==> src/sv/cdq_pkg.sv <==
// opcode and error codes shared by the circular deque files
package cdq_pkg;

    localparam int OP_W  = 3;
    localparam int ERR_W = 2;
    localparam int IO_W  = 32;

    localparam logic [OP_W-1:0] OP_INS_REAR  = 3'd0;
    localparam logic [OP_W-1:0] OP_INS_FRONT = 3'd1;
    localparam logic [OP_W-1:0] OP_DEL_FRONT = 3'd2;
    localparam logic [OP_W-1:0] OP_DEL_REAR  = 3'd3;
    localparam logic [OP_W-1:0] OP_PEEK      = 3'd4;

    localparam logic [ERR_W-1:0] ERR_NONE      = 2'd0;
    localparam logic [ERR_W-1:0] ERR_OVERFLOW  = 2'd1;
    localparam logic [ERR_W-1:0] ERR_UNDERFLOW = 2'd2;

    typedef logic [IO_W-1:0] io_word_t;

endpackage

==> src/sv/cdq_ram.sv <==
// single-port-write, single-port-read ring storage with registered read
module cdq_ram #(
    parameter int DEPTH  = 16,
    parameter int WIDTH  = 32,
    parameter int ADDR_W = 4
) (
    input  logic              aclk,
    input  logic              wr_en,
    input  logic [ADDR_W-1:0] wr_addr,
    input  logic [WIDTH-1:0]  wr_data,
    input  logic [ADDR_W-1:0] rd_addr,
    output logic [WIDTH-1:0]  rd_data
);

    logic [WIDTH-1:0] mem [DEPTH];
    logic [WIDTH-1:0] rd_data_reg;

    always_ff @(posedge aclk) begin
        if (wr_en) begin
            mem[wr_addr] <= wr_data;
        end
        rd_data_reg <= mem[rd_addr];
    end

    assign rd_data = rd_data_reg;

endmodule

==> src/sv/circular_deque.sv <==
// circular deque: ring-buffer double-ended queue with cached front and rear words
// results: insert, peek and error words are registered directly; a delete that
// leaves entries first fetches the new end word through the storage read port
// throughput: one word per cycle if m_ready allows; a fetching delete stalls s_ready
// reset: indices to 0, deque empty, no result pending; storage is not cleared
module circular_deque import cdq_pkg::*; #(
    parameter int DEPTH      = 16,
    parameter int DATA_WIDTH = 32
) (
    input  logic             aclk,
    input  logic             aresetn,
    input  logic             s_valid,
    output logic             s_ready,
    input  logic [OP_W-1:0]  s_opcode,
    input  io_word_t         s_data_in,
    output logic             m_valid,
    input  logic             m_ready,
    output io_word_t         m_front_value,
    output io_word_t         m_rear_value,
    output logic             m_is_empty,
    output logic             m_is_full,
    output logic [ERR_W-1:0] m_error_code
);

    localparam int IDX_W   = (DEPTH > 1) ? $clog2(DEPTH) : 1;
    localparam int STORE_W = (DATA_WIDTH < IO_W) ? DATA_WIDTH : IO_W;
    localparam logic [IDX_W-1:0] LAST_IDX = IDX_W'(DEPTH - 1);

    localparam logic ST_IDLE = 1'b0;
    localparam logic ST_READ = 1'b1;

    function automatic logic [IDX_W-1:0] idx_inc(input logic [IDX_W-1:0] idx);
        return (idx == LAST_IDX) ? '0 : idx + 1'b1;
    endfunction

    function automatic logic [IDX_W-1:0] idx_dec(input logic [IDX_W-1:0] idx);
        return (idx == '0) ? LAST_IDX : idx - 1'b1;
    endfunction

    logic               state_reg, state_next;
    logic [IDX_W-1:0]   head_reg, head_next;
    logic [IDX_W-1:0]   tail_reg, tail_next;
    logic               empty_reg, empty_next;
    logic               m_valid_reg, m_valid_next;
    logic               sel_front_reg, sel_front_next;
    logic [STORE_W-1:0] front_reg, front_next;
    logic [STORE_W-1:0] rear_reg, rear_next;
    logic [ERR_W-1:0]   err_reg, err_next;

    logic               accept;
    logic               full_w;
    logic               go_read;
    logic [STORE_W-1:0] word_in;
    logic               wr_en;
    logic [IDX_W-1:0]   wr_addr;
    logic [IDX_W-1:0]   rd_addr;
    logic [STORE_W-1:0] rd_data;

    assign s_ready = (state_reg == ST_IDLE) && (!m_valid_reg || m_ready);
    assign accept  = s_valid && s_ready;
    assign full_w  = !empty_reg && (idx_inc(tail_reg) == head_reg);
    assign word_in = s_data_in[STORE_W-1:0];

    always_comb begin
        state_next     = state_reg;
        head_next      = head_reg;
        tail_next      = tail_reg;
        empty_next     = empty_reg;
        m_valid_next   = m_valid_reg;
        sel_front_next = sel_front_reg;
        front_next     = front_reg;
        rear_next      = rear_reg;
        err_next       = err_reg;
        go_read        = 1'b0;
        wr_en          = 1'b0;
        wr_addr        = '0;
        rd_addr        = idx_inc(head_reg);

        if (state_reg == ST_IDLE && accept) begin
            err_next = ERR_NONE;
            case (s_opcode)
                OP_INS_REAR, OP_INS_FRONT: begin
                    if (full_w) begin
                        err_next = ERR_OVERFLOW;
                    end else if (empty_reg) begin
                        head_next  = '0;
                        tail_next  = '0;
                        empty_next = 1'b0;
                        wr_en      = 1'b1;
                        wr_addr    = '0;
                        front_next = word_in;
                        rear_next  = word_in;
                    end else if (s_opcode == OP_INS_REAR) begin
                        tail_next = idx_inc(tail_reg);
                        wr_en     = 1'b1;
                        wr_addr   = idx_inc(tail_reg);
                        rear_next = word_in;
                    end else begin
                        head_next  = idx_dec(head_reg);
                        wr_en      = 1'b1;
                        wr_addr    = idx_dec(head_reg);
                        front_next = word_in;
                    end
                end
                OP_DEL_FRONT, OP_DEL_REAR: begin
                    if (empty_reg) begin
                        err_next = ERR_UNDERFLOW;
                    end else if (head_reg == tail_reg) begin
                        head_next  = '0;
                        tail_next  = '0;
                        empty_next = 1'b1;
                    end else if (s_opcode == OP_DEL_FRONT) begin
                        head_next      = idx_inc(head_reg);
                        rd_addr        = idx_inc(head_reg);
                        sel_front_next = 1'b1;
                        go_read        = 1'b1;
                    end else begin
                        tail_next      = idx_dec(tail_reg);
                        rd_addr        = idx_dec(tail_reg);
                        sel_front_next = 1'b0;
                        go_read        = 1'b1;
                    end
                end
                OP_PEEK: begin
                    if (empty_reg) begin
                        err_next = ERR_UNDERFLOW;
                    end
                end
                default: begin
                end
            endcase
            if (go_read) begin
                state_next   = ST_READ;
                m_valid_next = 1'b0;
            end else begin
                m_valid_next = 1'b1;
            end
        end else if (state_reg == ST_READ) begin
            if (sel_front_reg) begin
                front_next = rd_data;
            end else begin
                rear_next = rd_data;
            end
            state_next   = ST_IDLE;
            m_valid_next = 1'b1;
        end else if (m_valid_reg && m_ready) begin
            m_valid_next = 1'b0;
        end
    end

    always_ff @(posedge aclk) begin
        if (!aresetn) begin
            state_reg   <= ST_IDLE;
            head_reg    <= '0;
            tail_reg    <= '0;
            empty_reg   <= 1'b1;
            m_valid_reg <= 1'b0;
        end else begin
            state_reg   <= state_next;
            head_reg    <= head_next;
            tail_reg    <= tail_next;
            empty_reg   <= empty_next;
            m_valid_reg <= m_valid_next;
        end
    end

    always_ff @(posedge aclk) begin
        sel_front_reg <= sel_front_next;
        front_reg     <= front_next;
        rear_reg      <= rear_next;
        err_reg       <= err_next;
    end

    cdq_ram #(
        .DEPTH  (DEPTH),
        .WIDTH  (STORE_W),
        .ADDR_W (IDX_W)
    ) u_ram (
        .aclk    (aclk),
        .wr_en   (wr_en),
        .wr_addr (wr_addr),
        .wr_data (word_in),
        .rd_addr (rd_addr),
        .rd_data (rd_data)
    );

    // front and rear read as zero while empty
    assign m_valid       = m_valid_reg;
    assign m_front_value = empty_reg ? '0 : IO_W'(front_reg);
    assign m_rear_value  = empty_reg ? '0 : IO_W'(rear_reg);
    assign m_is_empty    = empty_reg;
    assign m_is_full     = full_w;
    assign m_error_code  = err_reg;

endmodule

==> config.mk <==
export PLATFORM = sky130hd
export DESIGN_NAME = circular_deque
export DESIGN_NICKNAME = d
export VERILOG_FILES = /design/src/sv/cdq_pkg.sv /design/src/sv/cdq_ram.sv /design/src/sv/circular_deque.sv
export SDC_FILE = /design/constraint.sdc
export NUM_CORES = 1
export LEC_CHECK = 0
export BUFFER_PORTS_ARGS = -buffer_cell sky130_fd_sc_hd__buf_2
export CAP_MARGIN = 20
export CORE_MARGIN = 2
export CORE_UTILIZATION = 65
export CTS_BUF_LIST = sky130_fd_sc_hd__clkbuf_16
export DETAILED_ROUTE_END_ITERATION = 7
export PLACE_DENSITY = 0.87
export SLEW_MARGIN = 0
export SYNTH_ARGS = -nofsm -noshare
export SYNTH_HDL_FRONTEND = slang
export SYNTH_SLANG_ARGS = --single-unit
==> constraint.sdc <==
create_clock -name aclk -period 10.7 [get_ports aclk]
set_input_delay 2.14 -clock aclk [delete_from_list [all_inputs] [get_ports aclk]]
set_output_delay 2.14 -clock aclk [all_outputs]
set_load 0.005 [all_outputs]
; Word level (Yosys, flattened, before mapping)
; Memory sizes are Yosys's and may differ from the RTL's. A register that Yosys moved wholly into a read port is not among the register bits.
; Cells that the tools add are included.
[classes]
add_sub_neg = 4
n_reduce_logical = 25
bitwise_logic = 3
n_mux = 65
n_eq_ne = 19
[ops]
columns = operator, n
row1 = 32-bit two-way mux, 16
row2 = 4-bit two-way mux, 26
row3 = 1-bit two-way mux, 18
row4 = 4-bit one-hot mux with 2 select lines, 2
row5 = "3-bit inequality test, second input constant", 5
row6 = 6-bit AND reduction, 2
row7 = 5-bit AND reduction, 2
row8 = "4-bit by 1-bit adder with 4-bit output, second input constant", 2
row9 = 4-bit == test, 2
row10 = "4-bit == test, second input constant", 2
row11 = 4-bit logical NOT, 2
row12 = "4-bit by 1-bit subtractor with 4-bit output, second input constant", 2
row13 = "3-bit by 2-bit == test with 1-bit output, second input constant", 2
row14 = "2-bit inequality test, second input constant", 3
row15 = 2-bit nonzero test, 3
row16 = 1-bit logical AND, 5
row17 = "2-bit by 1-bit inequality test with 1-bit output, second input constant", 2
row18 = 2-bit one-hot mux with 2 select lines, 1
row19 = 4-bit AND reduction, 1
row20 = 2-bit OR reduction, 2
row21 = "3-bit by 1-bit == test with 1-bit output, second input constant", 1
row22 = "3-bit == test, second input constant", 1
row23 = 3-bit logical NOT, 1
row24 = "3-bit by 2-bit inequality test with 1-bit output, second input constant", 1
row25 = 9 further kinds, 12
[word_totals]
register_bits = 78
inputBits = 39
elab_cells = 126
n_memories = 1
mem_bits_rw = 512
out_inout_bits = 70
[mem_list]
columns = name, depth, word_bits, read_ports, rd_clocked_by_memory_dff, write_ports, line_no
row1 = u_ram.mem, 16, 32, 1, 1, 1, cdq_ram.sv:15  ; logic [WIDTH-1:0] mem [DEPTH];

; Logic depth before layout (Yosys ltp)
; Gate-level depths: netlist (run 1).
[depth]
word_depth = 9
mapped_depth = 13
mapped_depth_nobuf = 9

; Cells and area by module
; A second synthesis (run 1) with hierarchy kept.
[hier_totals]
cells_unflattened = 1252
hier_area_um2 = 24019.3
[modules_own_cells]
columns = module, area_per_inst_um2, n_inst, cells_each, seq_area_each_um2
row1 = cdq_ram, 19835.3, 1, 838, 16015.4
row2 = circular_deque, 4184.0, 1, 414, 2232.1

; Worst setup path before layout (run 1)
; OpenSTA, ideal clock, no wires.
[synth_path]
path_type = in2reg
from = input s_opcode[2]
to = memory u_ram.mem[0][0], enable pin
slack_ns = 4.701
arrival_ns = 5.538
required_time_ns = 10.239
n_path_buf = 2
setup_ns = 0.461
cell_stages = 7
path_cell_list = clkbuf_1 > or3_1 > buf_1 > a21oi_1 > nor3_1 > or2_2 > nor3_1
[synth_via]
elab_chain_len = 6
word_cells_on_any_way = 12
cone_classes = 1 x eq/ne / 9 x mux / 2 x reduce/logical
[synth_rtl]
columns = element, line_no
row1 = start: declaration, circular_deque.sv:14  ; input logic [OP_W-1:0] s_opcode,
row2 = 3-bit by 1-bit == test with 1-bit output or 3-bit logical NOT (tied branches), "circular_deque.sv:81, circular_deque.sv:93"
row3 = 2-bit OR reduction or 4-bit two-way mux (tied branches), n/a
row4 = 1-bit two-way mux or 4-bit two-way mux (tied branches), "circular_deque.sv:81, circular_deque.sv:85"
row5 = 1-bit two-way mux or 4-bit two-way mux (tied branches), "circular_deque.sv:79, circular_deque.sv:83"
row6 = 1-bit two-way mux or 4-bit two-way mux (tied branches), "cdq_ram.sv:19, circular_deque.sv:81"
row7 = 1-bit two-way mux (not written as such) or 4-bit two-way mux (tied branches), "cdq_ram.sv:20, circular_deque.sv:79"
row8 = end: declaration, cdq_ram.sv:15
; Parallel ways exist; a longest one is shown, timed or not.

; Worst setup path after layout (run 1)
[layout_path]
from = input s_opcode[0]
to = register u_ram.rd_data_reg[12], in the netlist u_ram.rd_data[12] (read register of u_ram.mem)
[layout_via]
elab_chain_len = 6
word_cells_on_any_way = 8
cone_classes = 2 x eq/ne / 5 x mux / 1 x reduce/logical
[layout_rtl]
columns = element, line_no
row1 = 3-bit by 2-bit == test with 1-bit output, "circular_deque.sv:81, circular_deque.sv:112"
row2 = 4-bit two-way mux, circular_deque.sv:112  ; end else if (s_opcode == OP_DEL_FRONT) begin
row3 = 4-bit two-way mux, circular_deque.sv:108  ; end else if (head_reg == tail_reg) begin
row4 = 4-bit two-way mux, circular_deque.sv:106  ; if (empty_reg) begin
row5 = 4-bit two-way mux (*), circular_deque.sv:81  ; case (s_opcode)
row6 = 4-bit two-way mux (*), circular_deque.sv:79  ; if (state_reg == ST_IDLE && accept) begin
row7 = end: declaration, cdq_ram.sv:16  ; logic [WIDTH-1:0] rd_data_reg;
; Every way passes the cells marked *; elsewhere a longest branch is shown, timed or not.
; A chain may end at the register's enable or synchronous reset.

==> results of run 1 <==
placed cells by master (no fill, tap or decap), drive strengths merged, types with 3 or more instances in the layout:
| cell | n |
|---|---|
| nor2 | 59 |
| edfxtp | 579 |
| o221ai | 12 |
| a221o | 22 |
| o211ai | 9 |
| clkinv | 26 |
| a31oi | 13 |
| inv | 30 |
| a211oi | 10 |
| a22oi | 27 |
| a211o | 20 |
| mux2i | 45 |
| a21oi | 22 |
| bufinv | 13 |
| nand2b | 8 |
| nand3 | 75 |
| o21ai | 63 |
| nor2b | 68 |
| and3 | 30 |
| dfxtp | 43 |
| or2 | 3 |
| a31o | 10 |
| xor2 | 3 |
| nand4 | 11 |
| a32oi | 9 |
| nor3 | 13 |
| nand2 | 132 |
| o31ai | 3 |
| ha | 4 |
| a311oi | 3 |
| mux4 | 66 |
| a41oi | 3 |
| clkinvlp | 3 |
| a2111oi | 3 |
| xnor2 | 8 |
| buf | 147 |
| or3 | 3 |
| clkbuf | 58 |
layout make-up:
cell class / count / share of cell area
inverter: 20 / 0.00268
clock inverter: 52 / 0.0224
antenna: 1 / 0.0000894
multi-input combinational: 784 / 0.217
tap: 511 / 0.0228
timing repair buffer: 147 / 0.0309
clock buffer: 58 / 0.0519
sequential: 622 / 0.652
stage by stage:
stage / std cells / cell area (sq um) / setup slack, ns
finish: 2195 / 28000 / 5.25
global route: 2194 / 28000 / 5.07
CTS: 2193 / 28000 / 5.36
detailed placement: 2083 / 25900 / 4.76
global placement: 2083 / 25900 / 4.90
floorplan: 1527 / 24700 / 4.70
per-layer routing:
metal | part of all wire | vias to the layer above | track usage
li1 | - | 6200 | -
met1 | 0.35 | 7355 | 0.424
met2 | 0.49 | 1210 | 0.521
met3 | 0.11 | 226 | 0.0599
met4 | 0.045 | 0 | 0.153
met5 | 0 | - | 0
synthesized netlist by cell type (27+ instances only):
cell type and count:
edfxtp_1 579, nand2_1 132, nand3_1 75, nor2b_1 68, mux4_2 66, nor2_1 58, clkbuf_1 57, mux2i_1 45
dfxtp_1 43, o21ai_0 40, and3_1 30, a22oi_1 27
worst min-delay path by stage:
stage                                start           end  slack (ns)  depth (start not counted)
after CTS                 u_ram.rd_data[2]   rear_reg[2]        0.54                          2
final                     u_ram.rd_data[4]  front_reg[4]        0.54                          2
after floorplan           u_ram.rd_data[0]  front_reg[0]        0.49                          2
after global routing      u_ram.rd_data[3]   rear_reg[3]        0.57                          2
after detailed placement  u_ram.rd_data[4]  front_reg[4]        0.51                          2
after global placement    u_ram.rd_data[2]  front_reg[2]        0.50                          2
cells by family after synthesis:
kind of cell / count (synthesis) / share of synthesized area
xor gates and xnor gates: 11 / 0.00390
AOI/OAI and AO/OA: 247 / 0.0726
buffers and inverters: 121 / 0.0222
muxes: 112 / 0.0789
DFF: 622 / 0.739
adders and majority gates: 4 / 0.00203
and+or+nand+nor: 410 / 0.0810
report_power, final:
group	total (W)	switching (W)	internal, W
Clock	0.00222	0.000913	0.00131
Combinational	0.000348	0.000227	0.000120
Sequential	0.00272	0.0000162	0.00270
Total	0.00529	0.00116	0.00413
worst max-delay path, cell delays in order:
cell and delay [ns]:
buf_2 0.17, nand3b_1 0.18, nor3_1 0.59, a21o_2 0.24, buf_4 0.60, nand2_1 0.68, buf_4 0.46, a211o_1 0.37
a32oi_1 0.28, o221ai_1 0.18
==> flow_summary.json, run 1 <==
{
  "finalPower_w": 0.00529,
  "yosys_register_bits": 622,
  "start_util": 0.658,
  "area_growth_pct": 13.4,
  "core_area_sq_um": 37500,
  "final_util": 0.747,
  "placementRows": 71,
  "clk_latency_ns": 0.62,
  "die_w_um": 199,
  "yosysTopAreaCellShare": 0.704,
  "fin_skew_ns": 0.0143,
  "ir_drop_v": 0.000134,
  "relSlewSlack": 0.411,
  "synth_warnings": 0,
  "wl_mm": 62.0,
  "die_h_um": 199,
  "reg2reg_setup_slack_ns": 6.44,
  "dr.pass1.iters": 6,
  "p_leak_nw": 9.33,
  "cp_max_fo": 71,
  "p_per_area_nw_per_um2": 189,
  "wl_per_cell_um": 28.2,
  "io_buffers": 108,
  "end_kind": "register",
  "gp_congestion": 0.857,
  "drc": 0,
  "drt-initial-drc-count": 2062,
  "syn-num-nets": 1570,
  "top_register": "u_ram.mem",
  "setup_violations": 0,
  "root_buffer": "clkbuf_16",
  "crit_start": "s_opcode[0]",
  "synthTopCellsByArea": "edfxtp_1 (70%), mux4_2 (6.0%), dfxtp_1 (3.5%)",
  "min_path_type": "register to register",
  "cts.sinks": 622,
  "grt_usage": 0.320,
  "overflow": 0,
  "fin_tns_setup_ns": 0,
  "regArea_sq_um": 18200,
  "largest_register_ffs": 512,
  "reg2reg_depth": 10,
  "synth_cells": 1527,
  "cap_violations": 0,
  "finalHoldViolCount": 0,
  "synth_edf_count": 579,
  "period_needed_ns": 5.45,
  "holdWs_ns": 0.544,
  "arrival_ns": 5.94,
  "fin_crit_sh": 0.509,
  "grt_pass1_wl_mm": 91.5,
  "async_reset_ff_frac": 0,
  "status": "finished clean",
  "final_nets": 1676,
  "rsz0062_at_grt": "no",
  "postCtsHoldBufs": 0,
  "postRouteAntennaNets": 0,
  "post_cts_buffers": 0,
  "cts_made_buffers": 58,
  "synth_flop_cell": "edfxtp_1",
  "max_clock_freq_ghz": 0.183,
  "synth_top_cell_by_area": "edfxtp_1",
  "report.final.slew_viol_count": 0,
  "syn_area_sq_um": 24700,
  "drive_gt1_frac": 0.212,
  "routed_via_density": 6.83,
  "clk_pin_slew_worst_paths_ns": 0.06,
  "cp-endpoint": "u_ram.rd_data[12]",
  "ys_types": 65,
  "grt_pass1_vias": 14900,
  "cts_tree": "yes",
  "multiInputGateArea_sq_um": 6080,
  "synth.yosys.seq_area_share": 0.739,
  "dp_hpwl_mm": 30.8,
  "reg2reg_to": "u_ram.mem[1][23]",
  "post_cts_resized": 0,
  "worst-setup-path-type": "primary input to register",
  "cts.htree.levels": 2,
  "avgSynthCellArea_sq_um": 16.2,
  "clk_path_buf_depth": 3,
  "antenna_found_initial": 1,
  "num-fill-cells": 2046,
  "required_ns": 11.18,
  "grt_max_degree": 111,
  "worst-slew-pin-transition_ns": 0.884,
  "cp-start-kind": "primary input",
  "io_pins": 109,
  "dr_total_vias": 15000,
  "worstReg2RegStart": "tail_reg[0]",
  "die-area_sq_um": 39500
}
(Power assumes the default switching activity.)
==> run 2: changes to the inputs <==
--- a/config.mk
+++ b/config.mk
@@ -8,10 +8,10 @@
 export BUFFER_PORTS_ARGS = -buffer_cell sky130_fd_sc_hd__buf_2
 export CAP_MARGIN = 20
 export CORE_MARGIN = 2
-export CORE_UTILIZATION = 65
+export CORE_UTILIZATION = 61
 export CTS_BUF_LIST = sky130_fd_sc_hd__clkbuf_16
 export DETAILED_ROUTE_END_ITERATION = 7
-export PLACE_DENSITY = 0.87
+export PLACE_DENSITY = 0.82
 export SLEW_MARGIN = 0
 export SYNTH_ARGS = -nofsm -noshare
 export SYNTH_HDL_FRONTEND = slang
==> constraint.sdc (replaced) <==
create_clock -name aclk -period 5.4 [get_ports aclk]
set_input_delay 1.08 -clock aclk [delete_from_list [all_inputs] [get_ports aclk]]
set_output_delay 1.08 -clock aclk [all_outputs]
set_load 0.005 [all_outputs]
==> run 2 against run 1 <==
Clock-buffer cell count is 3 higher. Utilization decreased by 4.7 points. Hold slack got worse by 0.023 ns. Sequential power grew 98%. Clock power up 83%. Via count decreased by 0.14%. Final cell count up 0.68%. Combinational power increased by 97%. Routed wire length is 0.66% lower. Worst setup slack got worse by 3.9 ns. Cell area decreased by 0.40%. First-iteration DRC count is 16% higher. Critical path type is now register to output pin. Critical endpoint is now m_is_full.
==> flow_summary.json, run 2 (synthesized netlist as in run 1, its figures left out) <==
{
  "io_pins": 109,
  "worstPathCellList": "inv_1 > ha_1 > xor2_1 > or4_1 > a21oi_1 > buf_4 > buf_2",
  "crit_buf_inv": 3,
  "fin_skew_ns": 0.0214,
  "final_common_cell": "edfxtp_1",
  "worst-setup-path-type": "register to output pin",
  "antenna_found_initial": 2,
  "top_register": "u_ram.mem",
  "placementRows": 73,
  "cts_made_buffers": 59,
  "dp_hpwl_mm": 31.7,
  "path_depth": 7,
  "p_leak_nw": 9.29,
  "clk_latency_ns": 0.62,
  "max_stage_delay_ns": 0.57,
  "p_per_area_nw_per_um2": 363,
  "die-area_sq_um": 42100,
  "arrival_ns": 2.96,
  "swShare": 0.219,
  "clockPowerShare": 0.401,
  "drt-initial-drc-count": 2391,
  "io_buffers": 108,
  "holdPathEnd": "rear_reg[2]",
  "routed_via_density": 6.77,
  "final_nets": 1679,
  "grt_pass1_vias": 14800,
  "reg2reg_depth": 10,
  "overflow": 0,
  "p_seq_frac": 0.532,
  "grt_pass1_wl_mm": 90.9,
  "post_cts_resized": 0,
  "clk_pin_slew_worst_paths_ns": 0.06,
  "cap_violations": 0,
  "final_util": 0.700,
  "gp_congestion": 0.904,
  "cts.htree.levels": 2,
  "hp-start": "u_ram.rd_data[2]",
  "postLayoutSetupSlackWorst_ns": 1.36,
  "max_clock_freq_ghz": 0.248,
  "relSlewSlack": 0.280,
  "fin_tns_setup_ns": 0,
  "dr.pass1.iters": 8,
  "pre_cts_slack_ns": 1.30,
  "cp-start-kind": "register",
  "status": "finished clean",
  "p_switching_w": 0.00222,
  "worst-slew-pin-transition_ns": 1.06,
  "cts.sinks": 622,
  "clk_path_buf_depth": 3,
  "layout_common_cells": "edfxtp_1 (579), nand2_1 (131), buf_2 (108)",
  "start_util": 0.620,
  "min_path_type": "register to register",
  "period_needed_ns": 4.04,
  "dr_total_vias": 15000,
  "post_cts_buffers": 0,
  "core_area_sq_um": 39800,
  "setup_violations": 0,
  "drive_gt1_frac": 0.205,
  "end_kind": "output pin",
  "postRouteAntennaNets": 0,
  "p_comb_frac": 0.068,
  "cp_max_fo": 11,
  "rsz0062_at_grt": "no",
  "critical-path-top-delay-family": "flip-flops",
  "ir_drop_v": 0.000284,
  "drc": 0,
  "postCtsHoldBufs": 0,
  "grt_usage": 0.297,
  "grt_max_degree": 88,
  "finalHoldViolCount": 0,
  "wl_mm": 61.6,
  "min_path_cells": 2,
  "internal_power_w": 0.00791,
  "cts_tree": "yes",
  "largest_register_ffs": 512,
  "report.final.slew_viol_count": 0,
  "required_ns": 4.32,
  "die_h_um": 205,
  "worstReg2RegStart": "tail_reg[0]",
  "wl_per_cell_um": 27.9,
  "reg2reg_to": "u_ram.mem[5][22]",
  "die_w_um": 205,
  "fin_crit_sh": 0.747,
  "cp_slowest_cell": "dfxtp_1",
  "reg2reg_setup_slack_ns": 1.47,
  "root_buffer": "clkbuf_16",
  "holdWs_ns": 0.521,
  "area_growth_pct": 12.9
}
-- run 2: worst max-delay path by stage --
stage	startpoint	endpoint	slack [ns]
after CTS	tail_reg[0]	m_is_full	1.36
after global placement	s_opcode[0]	u_ram.rd_data[16]	1.47
after detailed placement	s_opcode[0]	u_ram.rd_data[18]	1.30
final	tail_reg[0]	m_is_full	1.36
after global routing	tail_reg[0]	m_is_full	1.16
after floorplan	tail_reg[0]	u_ram.mem[0][0]	0.34
-- run 2: metrics by stage --
step	cell area, sq um	std cells	power (W)
after global routing	27900	2210	0.0104
final	27900	2210	0.0101
after CTS	27900	2209	0.0102
after floorplan	24700	1527	0.00590
after global placement	26000	2100	0.00612
after detailed placement	26000	2100	0.00615
-- run 2: layer usage --
layer | wire length, um | track usage
met5 | 16 | 0
met1 | 22600 | 0.409
met2 | 29400 | 0.469
met3 | 7130 | 0.0592
met4 | 2420 | 0.128
-- run 2: power by group through the flow --
stage | clock network, W | logic [W] | registers, W
6_report | 0.00406 | 0.000685 | 0.00539
5_1_grt | 0.00426 | 0.000731 | 0.00539
4_1_cts | 0.00409 | 0.000675 | 0.00539
3_5_place_dp | 0 | 0.000660 | 0.00549
3_3_place_gp | 0 | 0.000637 | 0.00548
2_1_floorplan | 0 | 0.000426 | 0.00548
-- run 2: final cells by class --
| class | instances | area [sq um] |
|---|---|---|
| diodes | 1 | 2.50 |
| clock buffers | 61 | 1530 |
| clock inverters | 48 | 373 |
| fillers | 2376 | 11900 |
| inverters | 20 | 75.1 |
| multi-input cells | 784 | 6080 |
| flip-flops and latches | 622 | 18200 |
| well taps | 525 | 657 |
| repair buffers | 149 | 911 |
-- run 2: worst min-delay path, cell delays in order, from the launching register on --
cell	delay, ns
dfxtp_1	0.30
nand2_1	0.04
nand2_1	0.07
==> run 3: changes to the inputs <==
--- a/config.mk
+++ b/config.mk
@@ -8,10 +8,10 @@
 export BUFFER_PORTS_ARGS = -buffer_cell sky130_fd_sc_hd__buf_2
 export CAP_MARGIN = 20
 export CORE_MARGIN = 2
-export CORE_UTILIZATION = 61
+export CORE_UTILIZATION = 55
 export CTS_BUF_LIST = sky130_fd_sc_hd__clkbuf_16
 export DETAILED_ROUTE_END_ITERATION = 7
-export PLACE_DENSITY = 0.82
+export PLACE_DENSITY = 0.78
 export SLEW_MARGIN = 0
 export SYNTH_ARGS = -nofsm -noshare
 export SYNTH_HDL_FRONTEND = slang
==> constraint.sdc (replaced) <==
create_clock -name aclk -period 3.7 [get_ports aclk]
set_input_delay 0.74 -clock aclk [delete_from_list [all_inputs] [get_ports aclk]]
set_output_delay 0.74 -clock aclk [all_outputs]
set_load 0.005 [all_outputs]
==> run 3 against run 2 <==
Sequential power rose by 46%. Highest routed layer is now met4. Clock-buffer cell count fell by 2. Combinational power rose by 50%. Non-clock buffer count rose by 28. Power rose by 45%. Final cell count rose by 4.3%. Critical path type unchanged. Routed wire length fell by 4.8%. Clock power rose by 42%. Utilization fell by 5.8 points. Clock skew fell by 0.0040 ns. Worst setup slack got worse by 1.2 ns. Global-route usage fell by 4.4 points.
==> flow_summary.json, run 3 (synthesized netlist as in run 1, its figures left out) <==
{
  "cp_max_fo": 8,
  "setup_violations": 0,
  "finalPower_w": 0.0147,
  "reg2reg_to": "u_ram.rd_data[3]",
  "cp-start-kind": "register",
  "num-fill-cells": 2952,
  "clk_latency_ns": 0.62,
  "reg2reg_depth": 10,
  "fin_skew_ns": 0.0173,
  "root_buffer": "clkbuf_16",
  "worst-setup-path-type": "register to output pin",
  "p_per_area_nw_per_um2": 517,
  "cap_violations": 0,
  "final_common_cell": "edfxtp_1",
  "status": "finished clean",
  "use_met1": 0.360,
  "ir_drop_v": 0.000394,
  "io_buffers": 108,
  "max_clock_freq_ghz": 0.282,
  "dr.pass1.iters": 6,
  "dr_total_vias": 14500,
  "rsz0062_at_grt": "no",
  "period_needed_ns": 3.54,
  "critical-path-top-delay-family": "simple AND/OR/NAND/NOR gates",
  "holdWs_ns": 0.347,
  "cts.sinks": 622,
  "max_stage_delay_ns": 0.52,
  "die_h_um": 216,
  "reg2reg_setup_slack_ns": 0.44,
  "overflow": 0,
  "p_leak_nw": 9.45,
  "core_area_sq_um": 44200,
  "final_nets": 1707,
  "worstPathCellList": "ha_2 > xor2_1 > xnor2_1 > or4_1 > a21oi_2 > buf_4 > buf_2",
  "report.final.slew_viol_count": 0,
  "cts.htree.levels": 2,
  "arrival_ns": 2.80,
  "die_w_um": 216,
  "grt_pass1_wl_mm": 88.5,
  "use_met3": 0.0510,
  "worstReg2RegStart": "tail_reg[0]",
  "grt_pass1_vias": 14400,
  "crit_buf_inv": 2,
  "cp-endpoint": "m_is_full",
  "relSlewSlack": 0.459,
  "grt_busiest_layer": "met2",
  "largest_register_ffs": 512,
  "dp_hpwl_mm": 33.5,
  "cts_tree": "yes",
  "start_util": 0.558,
  "routed_via_density": 6.30,
  "use_met2": 0.397,
  "path_depth": 7,
  "clk_path_buf_depth": 3,
  "end_kind": "output pin",
  "regArea_sq_um": 18200,
  "crit_start": "tail_reg[1]",
  "clk_pin_slew_worst_paths_ns": 0.06,
  "layout_common_cells": "edfxtp_1 (579), nand2_1 (131), buf_2 (108)",
  "drc": 0,
  "top_register": "u_ram.mem",
  "drt-initial-drc-count": 1929,
  "min_path_type": "primary input to register",
  "grt_usage": 0.254,
  "wl_per_cell_um": 25.4,
  "postRouteAntennaNets": 0,
  "drive_gt1_frac": 0.223,
  "die-area_sq_um": 46600,
  "finalHoldViolCount": 0,
  "placementRows": 77,
  "wl_mm": 58.6,
  "area_growth_pct": 15.0,
  "required_ns": 2.96,
  "fin_crit_sh": 0.958,
  "antenna_found_initial": 1,
  "io_pins": 109,
  "cts_made_buffers": 59,
  "grt_max_degree": 72,
  "multiInputGateArea_sq_um": 6090,
  "gp_congestion": 0.860,
  "cp_slowest_cell": "or4_1",
  "worst-slew-pin-transition_ns": 0.805
}
## run 3: changes by cell type in the layout (fill, tap and decap cells not counted), sizes merged
cell    before  now
buf        149  177
clkinv      21   27
inv         36   33
clkbuf      61   59
bufinv       6    5
## run 3: cell type report
type | count | area share
timing repair buffer | 177 | 0.0483
multi-input combinational | 784 | 0.214
tap | 592 | 0.0261
clock inverter | 50 | 0.0136
clock buffer | 59 | 0.0520
antenna | 1 | 0.0000881
inverter | 20 | 0.00264
sequential | 622 | 0.643
## run 3: per-stage QoR
step	cells	util	cell area [sq um]	setup slack, ns	TNS [ns]
after floorplan	1527	-	24700	-0.485	-58.62
after global placement	2195	0.600	26500	0.276	0
after detailed placement	2195	0.600	26500	0.293	0
after CTS	2304	0.642	28400	0.00489	0
after global routing	2305	0.642	28400	0.0174	0
final	2305	0.642	28400	0.155	0
## run 3: report_power, final
part | leakage [nW] | total [W] | internal (W) | switching (W)
registers | 5.58 | 0.00785 | 0.00781 | 0.0000394
clock network | 0.949 | 0.00578 | 0.00325 | 0.00253
logic | 2.92 | 0.00103 | 0.000378 | 0.000652
## run 3: routing by layer
layer  wire (um)  vias up
met5           0        -
met4        1820        0
met3        6060      130
met2       27900      869
met1       22800     7262
li1            -     6269
## run 3: how the worst min path moves through the flow
stage                     startpoint           end  slack (ns)  cells after the start
floorplan           u_ram.rd_data[0]  front_reg[0]        0.49                      2
global placement    u_ram.rd_data[9]  front_reg[9]        0.50                      2
detailed placement  u_ram.rd_data[3]   rear_reg[3]        0.51                      2
CTS                          aresetn    m_is_empty        0.32                      2
global route                 aresetn    m_is_empty        0.37                      2
finish                       aresetn    m_is_empty        0.35                      2
## run 3: timing repair
action                                  CTS  global route
hold buffers                              0             0
endpoints found under the setup margin    0             1
buffers inserted                          0             0
resized for setup                         0             2
